[src/rtl/jse_pkg.sv]
package jse_pkg;

    // Character codes used by the classifier and the byte sequencer.
    localparam logic [7:0] CHAR_QUOTE     = 8'h22;
    localparam logic [7:0] CHAR_BACKSLASH = 8'h5c;
    localparam logic [7:0] CHAR_LF        = 8'h0a;
    localparam logic [7:0] CHAR_CR        = 8'h0d;
    localparam logic [7:0] CHAR_TAB       = 8'h09;
    localparam logic [7:0] CHAR_N         = 8'h6e;
    localparam logic [7:0] CHAR_R         = 8'h72;
    localparam logic [7:0] CHAR_T         = 8'h74;
    localparam logic [7:0] CHAR_U         = 8'h75;
    localparam logic [7:0] CHAR_ZERO      = 8'h30;
    localparam logic [7:0] CHAR_NUL       = 8'h00;
    localparam logic [7:0] CTRL_LIMIT     = 8'h20;

    // Budget constants.
    localparam logic [15:0] BUFFER_SIZE_RESET = 16'd256;
    localparam logic [15:0] MIN_BUFFER        = 16'd3;
    localparam logic [16:0] ENCODE_HEADROOM   = 17'd8;

    // Input request and result byte.
    typedef struct packed {
        logic [7:0] char_byte;
        logic       end_of_string;
    } in_item_t;

    typedef struct packed {
        logic [7:0] out_byte;
        logic       last_of_string;
    } out_item_t;

    // What the back end has to emit for one accepted request.
    typedef enum logic [2:0] {
        CMD_NONE,
        CMD_PLAIN,
        CMD_ESC,
        CMD_UHEX,
        CMD_CLOSE,
        CMD_CLOSE_LAST,
        CMD_ZERO
    } cmd_kind_t;

    typedef struct packed {
        logic       prefix_quote;
        cmd_kind_t  kind;
        logic [7:0] data;
    } cmd_t;

endpackage

[src/rtl/json_string_escaper_core.sv]
// JSON string escaper. Push the characters of a string, then one request with
// end_of_string set; the result queue yields the string as a quoted JSON literal
// followed by a zero terminator if it fits, last_of_string marking the final byte.
// The front end classifies each request in the cycle it is accepted and keeps
// the output budget (buffer_size, written through the cfg port, reset 256);
// commands wait in a CMD_DEPTH-entry queue for the back end, which emits one
// byte per cycle from its output register while pop keeps it drained. The first
// result of a request passes through the command queue and then the output
// register before it shows on the result ports. A plain character yields one
// output byte, a two-byte escape or a closing quote with terminator two, a
// control character six, and the first request of a string one more for the
// opening quote; the back end's one byte per cycle, while pop keeps up, sets the
// sustained rate, and push sees full only while the command queue is full.
module json_string_escaper_core #(
    parameter int CMD_DEPTH = 4
) (
    input  logic                clk,
    input  logic                rst_n,
    input  logic                push,
    output logic                full,
    input  jse_pkg::in_item_t   in_item,
    output logic                empty,
    input  logic                pop,
    output jse_pkg::out_item_t  out_item,
    input  logic                cfg_valid,
    output logic                cfg_ready,
    input  logic [15:0]         cfg_data
);

    logic          take;
    logic          cmd_write;
    jse_pkg::cmd_t cmd;
    jse_pkg::cmd_t head_cmd;
    logic          head_valid;
    logic          head_done;

    assign take      = push && !full;
    assign cfg_ready = 1'b1;

    jse_front u_front (
        .clk       (clk),
        .rst_n     (rst_n),
        .take      (take),
        .in_item   (in_item),
        .cfg_write (cfg_valid && cfg_ready),
        .cfg_data  (cfg_data),
        .cmd_write (cmd_write),
        .cmd       (cmd)
    );

    jse_cmd_fifo #(
        .DEPTH (CMD_DEPTH)
    ) u_fifo (
        .clk       (clk),
        .rst_n     (rst_n),
        .write     (cmd_write),
        .write_cmd (cmd),
        .read      (head_done),
        .head_cmd  (head_cmd),
        .not_empty (head_valid),
        .is_full   (full)
    );

    jse_back u_back (
        .clk        (clk),
        .rst_n      (rst_n),
        .head_cmd   (head_cmd),
        .head_valid (head_valid),
        .head_done  (head_done),
        .pop        (pop),
        .empty      (empty),
        .out_item   (out_item)
    );

endmodule

[src/rtl/jse_front.sv]
module jse_front (
    input  logic                 clk,
    input  logic                 rst_n,
    input  logic                 take,
    input  jse_pkg::in_item_t    in_item,
    input  logic                 cfg_write,
    input  logic [15:0]          cfg_data,
    output logic                 cmd_write,
    output jse_pkg::cmd_t        cmd
);

    logic        open_reg, open_next;
    logic [15:0] count_reg, count_next;
    logic [15:0] bsize_reg, bsize_next;

    logic        starting;
    logic        too_small;
    logic [15:0] count_base;
    logic [15:0] count_after_prefix;
    logic [15:0] count_after_close;
    logic        fits;
    logic        emit;
    logic [2:0]  body_len;
    jse_pkg::cmd_kind_t char_kind;
    logic [7:0]  char_data;

    // Escape classification of one character.
    always_comb
    begin
        char_kind = jse_pkg::CMD_ESC;
        char_data = in_item.char_byte;
        body_len  = 3'd2;
        unique case (in_item.char_byte)
            jse_pkg::CHAR_QUOTE:     char_data = jse_pkg::CHAR_QUOTE;
            jse_pkg::CHAR_BACKSLASH: char_data = jse_pkg::CHAR_BACKSLASH;
            jse_pkg::CHAR_LF:        char_data = jse_pkg::CHAR_N;
            jse_pkg::CHAR_CR:        char_data = jse_pkg::CHAR_R;
            jse_pkg::CHAR_TAB:       char_data = jse_pkg::CHAR_T;
            default:
            begin
                if (in_item.char_byte < jse_pkg::CTRL_LIMIT)
                begin
                    char_kind = jse_pkg::CMD_UHEX;
                    body_len  = 3'd6;
                end
                else
                begin
                    char_kind = jse_pkg::CMD_PLAIN;
                    body_len  = 3'd1;
                end
            end
        endcase
    end

    // String state, output budget and the command for the back end.
    always_comb
    begin
        starting           = !open_reg;
        too_small          = bsize_reg < jse_pkg::MIN_BUFFER;
        count_base         = starting ? 16'd0 : count_reg;
        count_after_prefix = count_base + {15'd0, starting};
        count_after_close  = count_after_prefix + 16'd1;
        fits               = ({1'b0, count_after_prefix} + jse_pkg::ENCODE_HEADROOM)
                             < {1'b0, bsize_reg};

        cmd.prefix_quote = starting && !too_small;
        cmd.kind         = jse_pkg::CMD_NONE;
        cmd.data         = char_data;
        emit             = 1'b0;
        open_next        = open_reg;
        count_next       = count_reg;

        if (starting && too_small)
        begin
            cmd.kind = jse_pkg::CMD_ZERO;
            emit     = in_item.end_of_string;
            if (take)
            begin
                count_next = 16'd0;
            end
        end
        else if (in_item.end_of_string)
        begin
            cmd.kind = (count_after_close < bsize_reg) ? jse_pkg::CMD_CLOSE
                                                       : jse_pkg::CMD_CLOSE_LAST;
            emit     = 1'b1;
            if (take)
            begin
                open_next  = 1'b0;
                count_next = 16'd0;
            end
        end
        else
        begin
            emit = starting || fits;
            if (fits)
            begin
                cmd.kind = char_kind;
            end
            if (take)
            begin
                open_next  = 1'b1;
                count_next = fits ? count_after_prefix + {13'd0, body_len}
                                  : count_after_prefix;
            end
        end

        bsize_next = cfg_write ? cfg_data : bsize_reg;
        cmd_write  = take && emit;
    end

    always_ff @(posedge clk or negedge rst_n)
    begin
        if (!rst_n)
        begin
            open_reg  <= 1'b0;
            count_reg <= 16'd0;
            bsize_reg <= jse_pkg::BUFFER_SIZE_RESET;
        end
        else
        begin
            open_reg  <= open_next;
            count_reg <= count_next;
            bsize_reg <= bsize_next;
        end
    end

endmodule

[src/rtl/jse_cmd_fifo.sv]
module jse_cmd_fifo #(
    parameter int DEPTH = 4
) (
    input  logic          clk,
    input  logic          rst_n,
    input  logic          write,
    input  jse_pkg::cmd_t write_cmd,
    input  logic          read,
    output jse_pkg::cmd_t head_cmd,
    output logic          not_empty,
    output logic          is_full
);

    localparam int AW = (DEPTH > 1) ? $clog2(DEPTH) : 1;
    localparam int CW = $clog2(DEPTH + 1);
    localparam logic [AW-1:0] LAST_PTR = AW'(DEPTH - 1);
    localparam logic [CW-1:0] FULL_CNT = CW'(DEPTH);

    jse_pkg::cmd_t entry_reg [DEPTH];
    logic [AW-1:0] wr_ptr_reg, wr_ptr_next;
    logic [AW-1:0] rd_ptr_reg, rd_ptr_next;
    logic [CW-1:0] fill_reg, fill_next;

    // Pointer and fill-level bookkeeping.
    always_comb
    begin
        wr_ptr_next = wr_ptr_reg;
        rd_ptr_next = rd_ptr_reg;
        fill_next   = fill_reg;
        if (write)
        begin
            wr_ptr_next = (wr_ptr_reg == LAST_PTR) ? '0 : wr_ptr_reg + AW'(1);
        end
        if (read)
        begin
            rd_ptr_next = (rd_ptr_reg == LAST_PTR) ? '0 : rd_ptr_reg + AW'(1);
        end
        if (write && !read)
        begin
            fill_next = fill_reg + CW'(1);
        end
        else if (read && !write)
        begin
            fill_next = fill_reg - CW'(1);
        end
    end

    assign head_cmd  = entry_reg[rd_ptr_reg];
    assign not_empty = fill_reg != '0;
    assign is_full   = fill_reg == FULL_CNT;

    always_ff @(posedge clk)
    begin
        if (write)
        begin
            entry_reg[wr_ptr_reg] <= write_cmd;
        end
    end

    always_ff @(posedge clk or negedge rst_n)
    begin
        if (!rst_n)
        begin
            wr_ptr_reg <= '0;
            rd_ptr_reg <= '0;
            fill_reg   <= '0;
        end
        else
        begin
            wr_ptr_reg <= wr_ptr_next;
            rd_ptr_reg <= rd_ptr_next;
            fill_reg   <= fill_next;
        end
    end

endmodule

[src/rtl/jse_back.sv]
module jse_back (
    input  logic                clk,
    input  logic                rst_n,
    input  jse_pkg::cmd_t       head_cmd,
    input  logic                head_valid,
    output logic                head_done,
    input  logic                pop,
    output logic                empty,
    output jse_pkg::out_item_t  out_item
);

    logic [2:0]         step_reg, step_next;
    logic               out_valid_reg, out_valid_next;
    jse_pkg::out_item_t out_item_reg, out_item_next;

    logic [2:0]  body_len;
    logic [2:0]  total_len;
    logic [2:0]  body_step;
    logic        is_final;
    logic        load;
    logic [7:0]  cur_byte;
    logic        cur_last;

    function automatic logic [7:0] hex_char(input logic [3:0] nib);
        hex_char = (nib < 4'd10) ? (8'h30 + {4'd0, nib}) : (8'h57 + {4'd0, nib});
    endfunction

    // Length of the command's body and the byte at the current step.
    always_comb
    begin
        body_step = step_reg - {2'd0, head_cmd.prefix_quote};
        cur_byte  = jse_pkg::CHAR_NUL;
        cur_last  = 1'b0;
        unique case (head_cmd.kind)
            jse_pkg::CMD_NONE:
            begin
                body_len = 3'd0;
            end
            jse_pkg::CMD_PLAIN:
            begin
                body_len = 3'd1;
                cur_byte = head_cmd.data;
            end
            jse_pkg::CMD_ESC:
            begin
                body_len = 3'd2;
                cur_byte = (body_step == 3'd0) ? jse_pkg::CHAR_BACKSLASH : head_cmd.data;
            end
            jse_pkg::CMD_UHEX:
            begin
                body_len = 3'd6;
                unique case (body_step)
                    3'd0:    cur_byte = jse_pkg::CHAR_BACKSLASH;
                    3'd1:    cur_byte = jse_pkg::CHAR_U;
                    3'd2:    cur_byte = jse_pkg::CHAR_ZERO;
                    3'd3:    cur_byte = jse_pkg::CHAR_ZERO;
                    3'd4:    cur_byte = hex_char(head_cmd.data[7:4]);
                    default: cur_byte = hex_char(head_cmd.data[3:0]);
                endcase
            end
            jse_pkg::CMD_CLOSE:
            begin
                body_len = 3'd2;
                cur_byte = (body_step == 3'd0) ? jse_pkg::CHAR_QUOTE : jse_pkg::CHAR_NUL;
                cur_last = body_step != 3'd0;
            end
            jse_pkg::CMD_CLOSE_LAST:
            begin
                body_len = 3'd1;
                cur_byte = jse_pkg::CHAR_QUOTE;
                cur_last = 1'b1;
            end
            jse_pkg::CMD_ZERO:
            begin
                body_len = 3'd1;
                cur_last = 1'b1;
            end
            default:
            begin
                body_len = 3'd0;
            end
        endcase

        // The opening quote goes ahead of the body.
        if (head_cmd.prefix_quote && step_reg == 3'd0)
        begin
            cur_byte = jse_pkg::CHAR_QUOTE;
            cur_last = 1'b0;
        end

        total_len = body_len + {2'd0, head_cmd.prefix_quote};
        is_final  = step_reg == (total_len - 3'd1);
    end

    // Output register: refill whenever it is empty or being popped.
    always_comb
    begin
        load           = head_valid && (!out_valid_reg || pop);
        head_done      = load && is_final;
        step_next      = step_reg;
        out_valid_next = out_valid_reg;
        out_item_next  = out_item_reg;
        if (load)
        begin
            step_next                    = is_final ? 3'd0 : step_reg + 3'd1;
            out_valid_next               = 1'b1;
            out_item_next.out_byte       = cur_byte;
            out_item_next.last_of_string = cur_last;
        end
        else if (pop)
        begin
            out_valid_next = 1'b0;
        end
    end

    assign empty    = !out_valid_reg;
    assign out_item = out_item_reg;

    always_ff @(posedge clk)
    begin
        out_item_reg <= out_item_next;
    end

    always_ff @(posedge clk or negedge rst_n)
    begin
        if (!rst_n)
        begin
            step_reg      <= 3'd0;
            out_valid_reg <= 1'b0;
        end
        else
        begin
            step_reg      <= step_next;
            out_valid_reg <= out_valid_next;
        end
    end

endmodule

[config.mk]
export PLATFORM = sky130hd
export DESIGN_NAME = json_string_escaper_core
export DESIGN_NICKNAME = d
export VERILOG_FILES = /design/src/rtl/jse_pkg.sv /design/src/rtl/json_string_escaper_core.sv /design/src/rtl/jse_front.sv /design/src/rtl/jse_cmd_fifo.sv /design/src/rtl/jse_back.sv
export SDC_FILE = /design/constraint.sdc
export NUM_CORES = 1
export LEC_CHECK = 0
export BUFFER_PORTS_ARGS = -buffer_cell sky130_fd_sc_hd__buf_2
export CORE_ASPECT_RATIO = 0.7
export CORE_UTILIZATION = 63
export CTS_BUF_LIST = sky130_fd_sc_hd__clkbuf_2 sky130_fd_sc_hd__clkbuf_4 sky130_fd_sc_hd__clkbuf_8
export CTS_CLUSTER_SIZE = 8
export DETAILED_ROUTE_END_ITERATION = 10
export PLACE_DENSITY = 0.93
export SLEW_MARGIN = 20
export SYNTH_ARGS = -nofsm -noshare
export SYNTH_HDL_FRONTEND = slang
export SYNTH_SLANG_ARGS = --single-unit
[constraint.sdc]
create_clock -name clk -period 4.55 [get_ports clk]
set_input_delay 0.6825 -clock clk [delete_from_list [all_inputs] [get_ports clk]]
set_output_delay 0.6825 -clock clk [all_outputs]
set_load 0.03 [all_outputs]
==> qor.yml <==
status:
  status: "complete, no violations"
critical_path:
  crit_top_cell: "ha_1"
  reg2reg_setup_slack_ns: 0.27
  cp-start-kind: "flop"
  critPathMaxFanout: 9
  critPathMaxStageDelay_ns: 0.45
  cp.required_ns: 4.86
  slowest_stage: "dfrtp_2"
  r2r_cells: 20
  path_buf_inv: 2
  cp_top_family: "simple AND/OR/NAND/NOR gates"
  crit_type: "reg2reg"
  rr_endpoint: "u_fifo.fill_reg[2]"
  end_kind: "flop"
  worstPathArrival_ns: 4.59
  path_cells: "nand2_1, inv_1, ha_1, and3_1, nand4_1, nor2_1, xnor2_1, and2_1, ha_1, o21ai_0, o211ai_1, nand3_1, and4_1, o2bb2ai_2, ha_1, inv_1, fa_1, xor2_1, nor2_1, xor2_1"
  rr_startpoint: "u_front.count_reg[3]"
synthesis:
  syn-instance-count: 635
  syn_area_um2: 6420
  synth-edff-count: 57
  synth-seq-cells: 101
  synth-seq-area-share: 0.438
  syn_nets: 717
  synthArstFlopShare: 0.436
  ys.flop_type: "edfxtp_1"
  synth_cell_types: 69
  ys_warn_count: 0
  syn_avg_cell_area_um2: 10.1
pwr:
  comb_power_share: 0.482
  power.internal_mw: 2.12
  ir_worst_vdd_v: 0.000249
  power.density_nw_per_um2: 539
  p_leak_nw: 2.84
  netSwitchingFraction: 0.429
  switchingPower_mw: 1.60
  clockPowerShare: 0.150
  p_seq_frac: 0.368
final_layout:
  largest_reg_flops: 48
  utilization: 0.704
  drive_gt1_frac: 0.142
  area_delta_synth_final_pct: 7.40
  diodes: 0
  nets: 748
  n_fill_cell: 652
grt:
  grt_pass1_vias: 4911
  antenna_found_initial: 0
  grt_pass1_wl_um: 24400
  grt-ovfl-total: 0
  grt_use_total: 0.304
  grt_start_max_net_pins: 45
clock_network:
  cts-resized-gates: 0
  cts.hold.buffers_added: 0
  clk_pin_slew_worst_paths_ns: 0.12
  post_cts_buffers: 0
  clockRootBuffer: "clkbuf_8"
  numCtsBuffers: 9
  tritoncts: "yes"
  clk_latency_ns: 0.39
  clockBufferDepth: 2
  htreeDepth: 3
  clkSinkCount: 101
routing:
  drc: 0
  wirelength_um: 15100
  viasPerCell: 6.50
  wl_per_cell_um: 19.0
  drtIter0Drc: 660
  via_count: 5193
  ant_nets: 0
  dr.pass1.iters: 6
timing:
  maxSlewHeadroom: 0.375
  hold_viol_final: 0
  slew_violations: 0
  finalSetupTns_ns: 0
  hold_ws_ns: 0.277
  max_freq_mhz: 234
  setup_viol: 0
  worst_slew_pin_slew_ns: 0.938
  fin_skew_ns: 0.0235
  fin_crit_ns: 4.28
  timing.final.crit_share: 0.941
place:
  port_buffers: 40
  gp_congestion: 0.995
  post-dp-hpwl_um: 11400
die:
  die_h_um: 86.5
  io_pins: 42
  dieArea_um2: 10600
  initial_utilization: 0.656
  die_width_um: 123
  coreArea_um2: 9800
  rows: 30
min_path:
  hold_class: "in2async"
run:
  cap_viol_max_count: 0
[how the worst max path moves through the flow]
| stage | startpoint | endpoint | slack, ns | cells after the start |
|---|---|---|---|---|
| floorplan | u_front.open_reg | u_fifo.fill_reg[2] | 0.39 | 18 |
| global placement | u_front.count_reg[4] | u_fifo.fill_reg[2] | 0.52 | 16 |
| detailed placement | u_front.count_reg[3] | u_fifo.fill_reg[2] | 0.24 | 20 |
| CTS | u_front.count_reg[3] | u_fifo.fill_reg[2] | 0.20 | 20 |
| global route | u_front.count_reg[3] | u_fifo.fill_reg[2] | -0.03 | 20 |
| finish | u_front.count_reg[3] | u_fifo.fill_reg[2] | 0.27 | 20 |
[worst reg2reg max path: stages, from the launching register on]
cell       delay (ns)
dfrtp_2          0.45
nand2_1          0.12
inv_1            0.12
ha_1             0.27
and3_1           0.21
nand4_1          0.12
nor2_1           0.23
xnor2_1          0.10
and2_1           0.16
ha_1             0.29
o21ai_0          0.17
o211ai_1         0.12
nand3_1          0.17
and4_1           0.26
o2bb2ai_2        0.25
ha_1             0.27
inv_1            0.07
fa_1             0.39
xor2_1           0.18
nor2_1           0.11
xor2_1           0.15
[metrics by stage]
step,power (mW),setup slack (ns),area (um2),instances
2_1_floorplan,2.69,0.392,6420,635
3_3_place_gp,3.02,0.517,6700,783
3_5_place_dp,3.13,0.242,6700,783
4_1_cts,3.68,0.197,6890,799
5_1_grt,3.96,-0.0282,6900,799
6_report,3.72,0.270,6900,799
[power groups by stage]
stage	registers (mW)	logic, mW	clock network, mW
floorplan	1.40	1.29	0
CTS	1.37	1.75	0.560
finish	1.37	1.79	0.559
global placement	1.37	1.65	0
detailed placement	1.39	1.74	0
global route	1.39	1.97	0.599
[logic make-up after synthesis]
kind of cell	share of synthesized area
AND/OR/NAND/NOR	0.184
multiplexers	0.0553
XOR/XNOR	0.0450
AO/OA/AOI/OAI	0.127
flip-flops	0.438
buffers and inverters	0.0460
other	0.000584
adder cells (fa/ha/maj)	0.104
[area by class of cell]
class / instances / area (um2) / share of cell area
clock inverter: 7 / 65.1 / 0.00943
clock buffer: 9 / 124 / 0.0180
timing repair buffer: 47 / 255 / 0.0370
multi-input combinational: 465 / 3320 / 0.481
tap: 128 / 160 / 0.0232
inverter: 42 / 158 / 0.0229
sequential: 101 / 2820 / 0.408
[Yosys cell counts (all sizes together) (3+ instances only)]
library cell	number	area, um2
nor2b	9	56.3
dfrtp	43	1080
nand3	29	145
nand2	75	289
mux2	4	45.0
edfxtp	57	1710
and4	3	28.8
nand4	7	43.8
or3	7	43.8
xor2	11	96.3
a21oi	23	115
clkbuf	18	67.6
nand4b	3	26.3
a21o	10	75.1
nand2b	4	25.0
inv	42	158
o211ai	9	67.6
nor3b	4	30.0
o32ai	3	26.3
buf	9	70.1
ha	50	626
and2	18	113
mux2i	4	40.0
o21ai	47	239
xnor2	22	193
nor4	6	37.5
and3	3	23.8
nor4b	3	26.3
or2	3	18.8
a31oi	5	31.3
mux4	12	270
nor2	32	128
a211oi	9	67.6
nor3	19	100
[routing by layer]
layer,share of wire,GRT usage
met2,0.43,0.461
met3,0.12,0.0901
met5,0,0
met4,0.019,0.0820
met1,0.43,0.427
[layout by cell type (no fill, tap or decap), drive strengths merged, types with 3 or more instances in the layout]
master / n
nor2b: 9
nand2b: 4
buf: 47
ha: 50
nand4: 7
nand3: 29
a31oi: 5
clkbuf: 9
inv: 46
and4: 3
nor2: 32
xor2: 11
nor4: 6
mux2: 4
o211ai: 9
o32ai: 3
edfxtp: 57
nor3: 19
mux2i: 4
a21o: 10
a211oi: 9
nand2: 75
o21ai: 47
nor4b: 3
dfrtp: 43
a21oi: 23
or2: 3
nand4b: 3
and2: 18
nor3b: 4
or3: 7
mux4: 12
and3: 3
xnor2: 22
No activity file was read; power rests on OpenSTA's default activity.
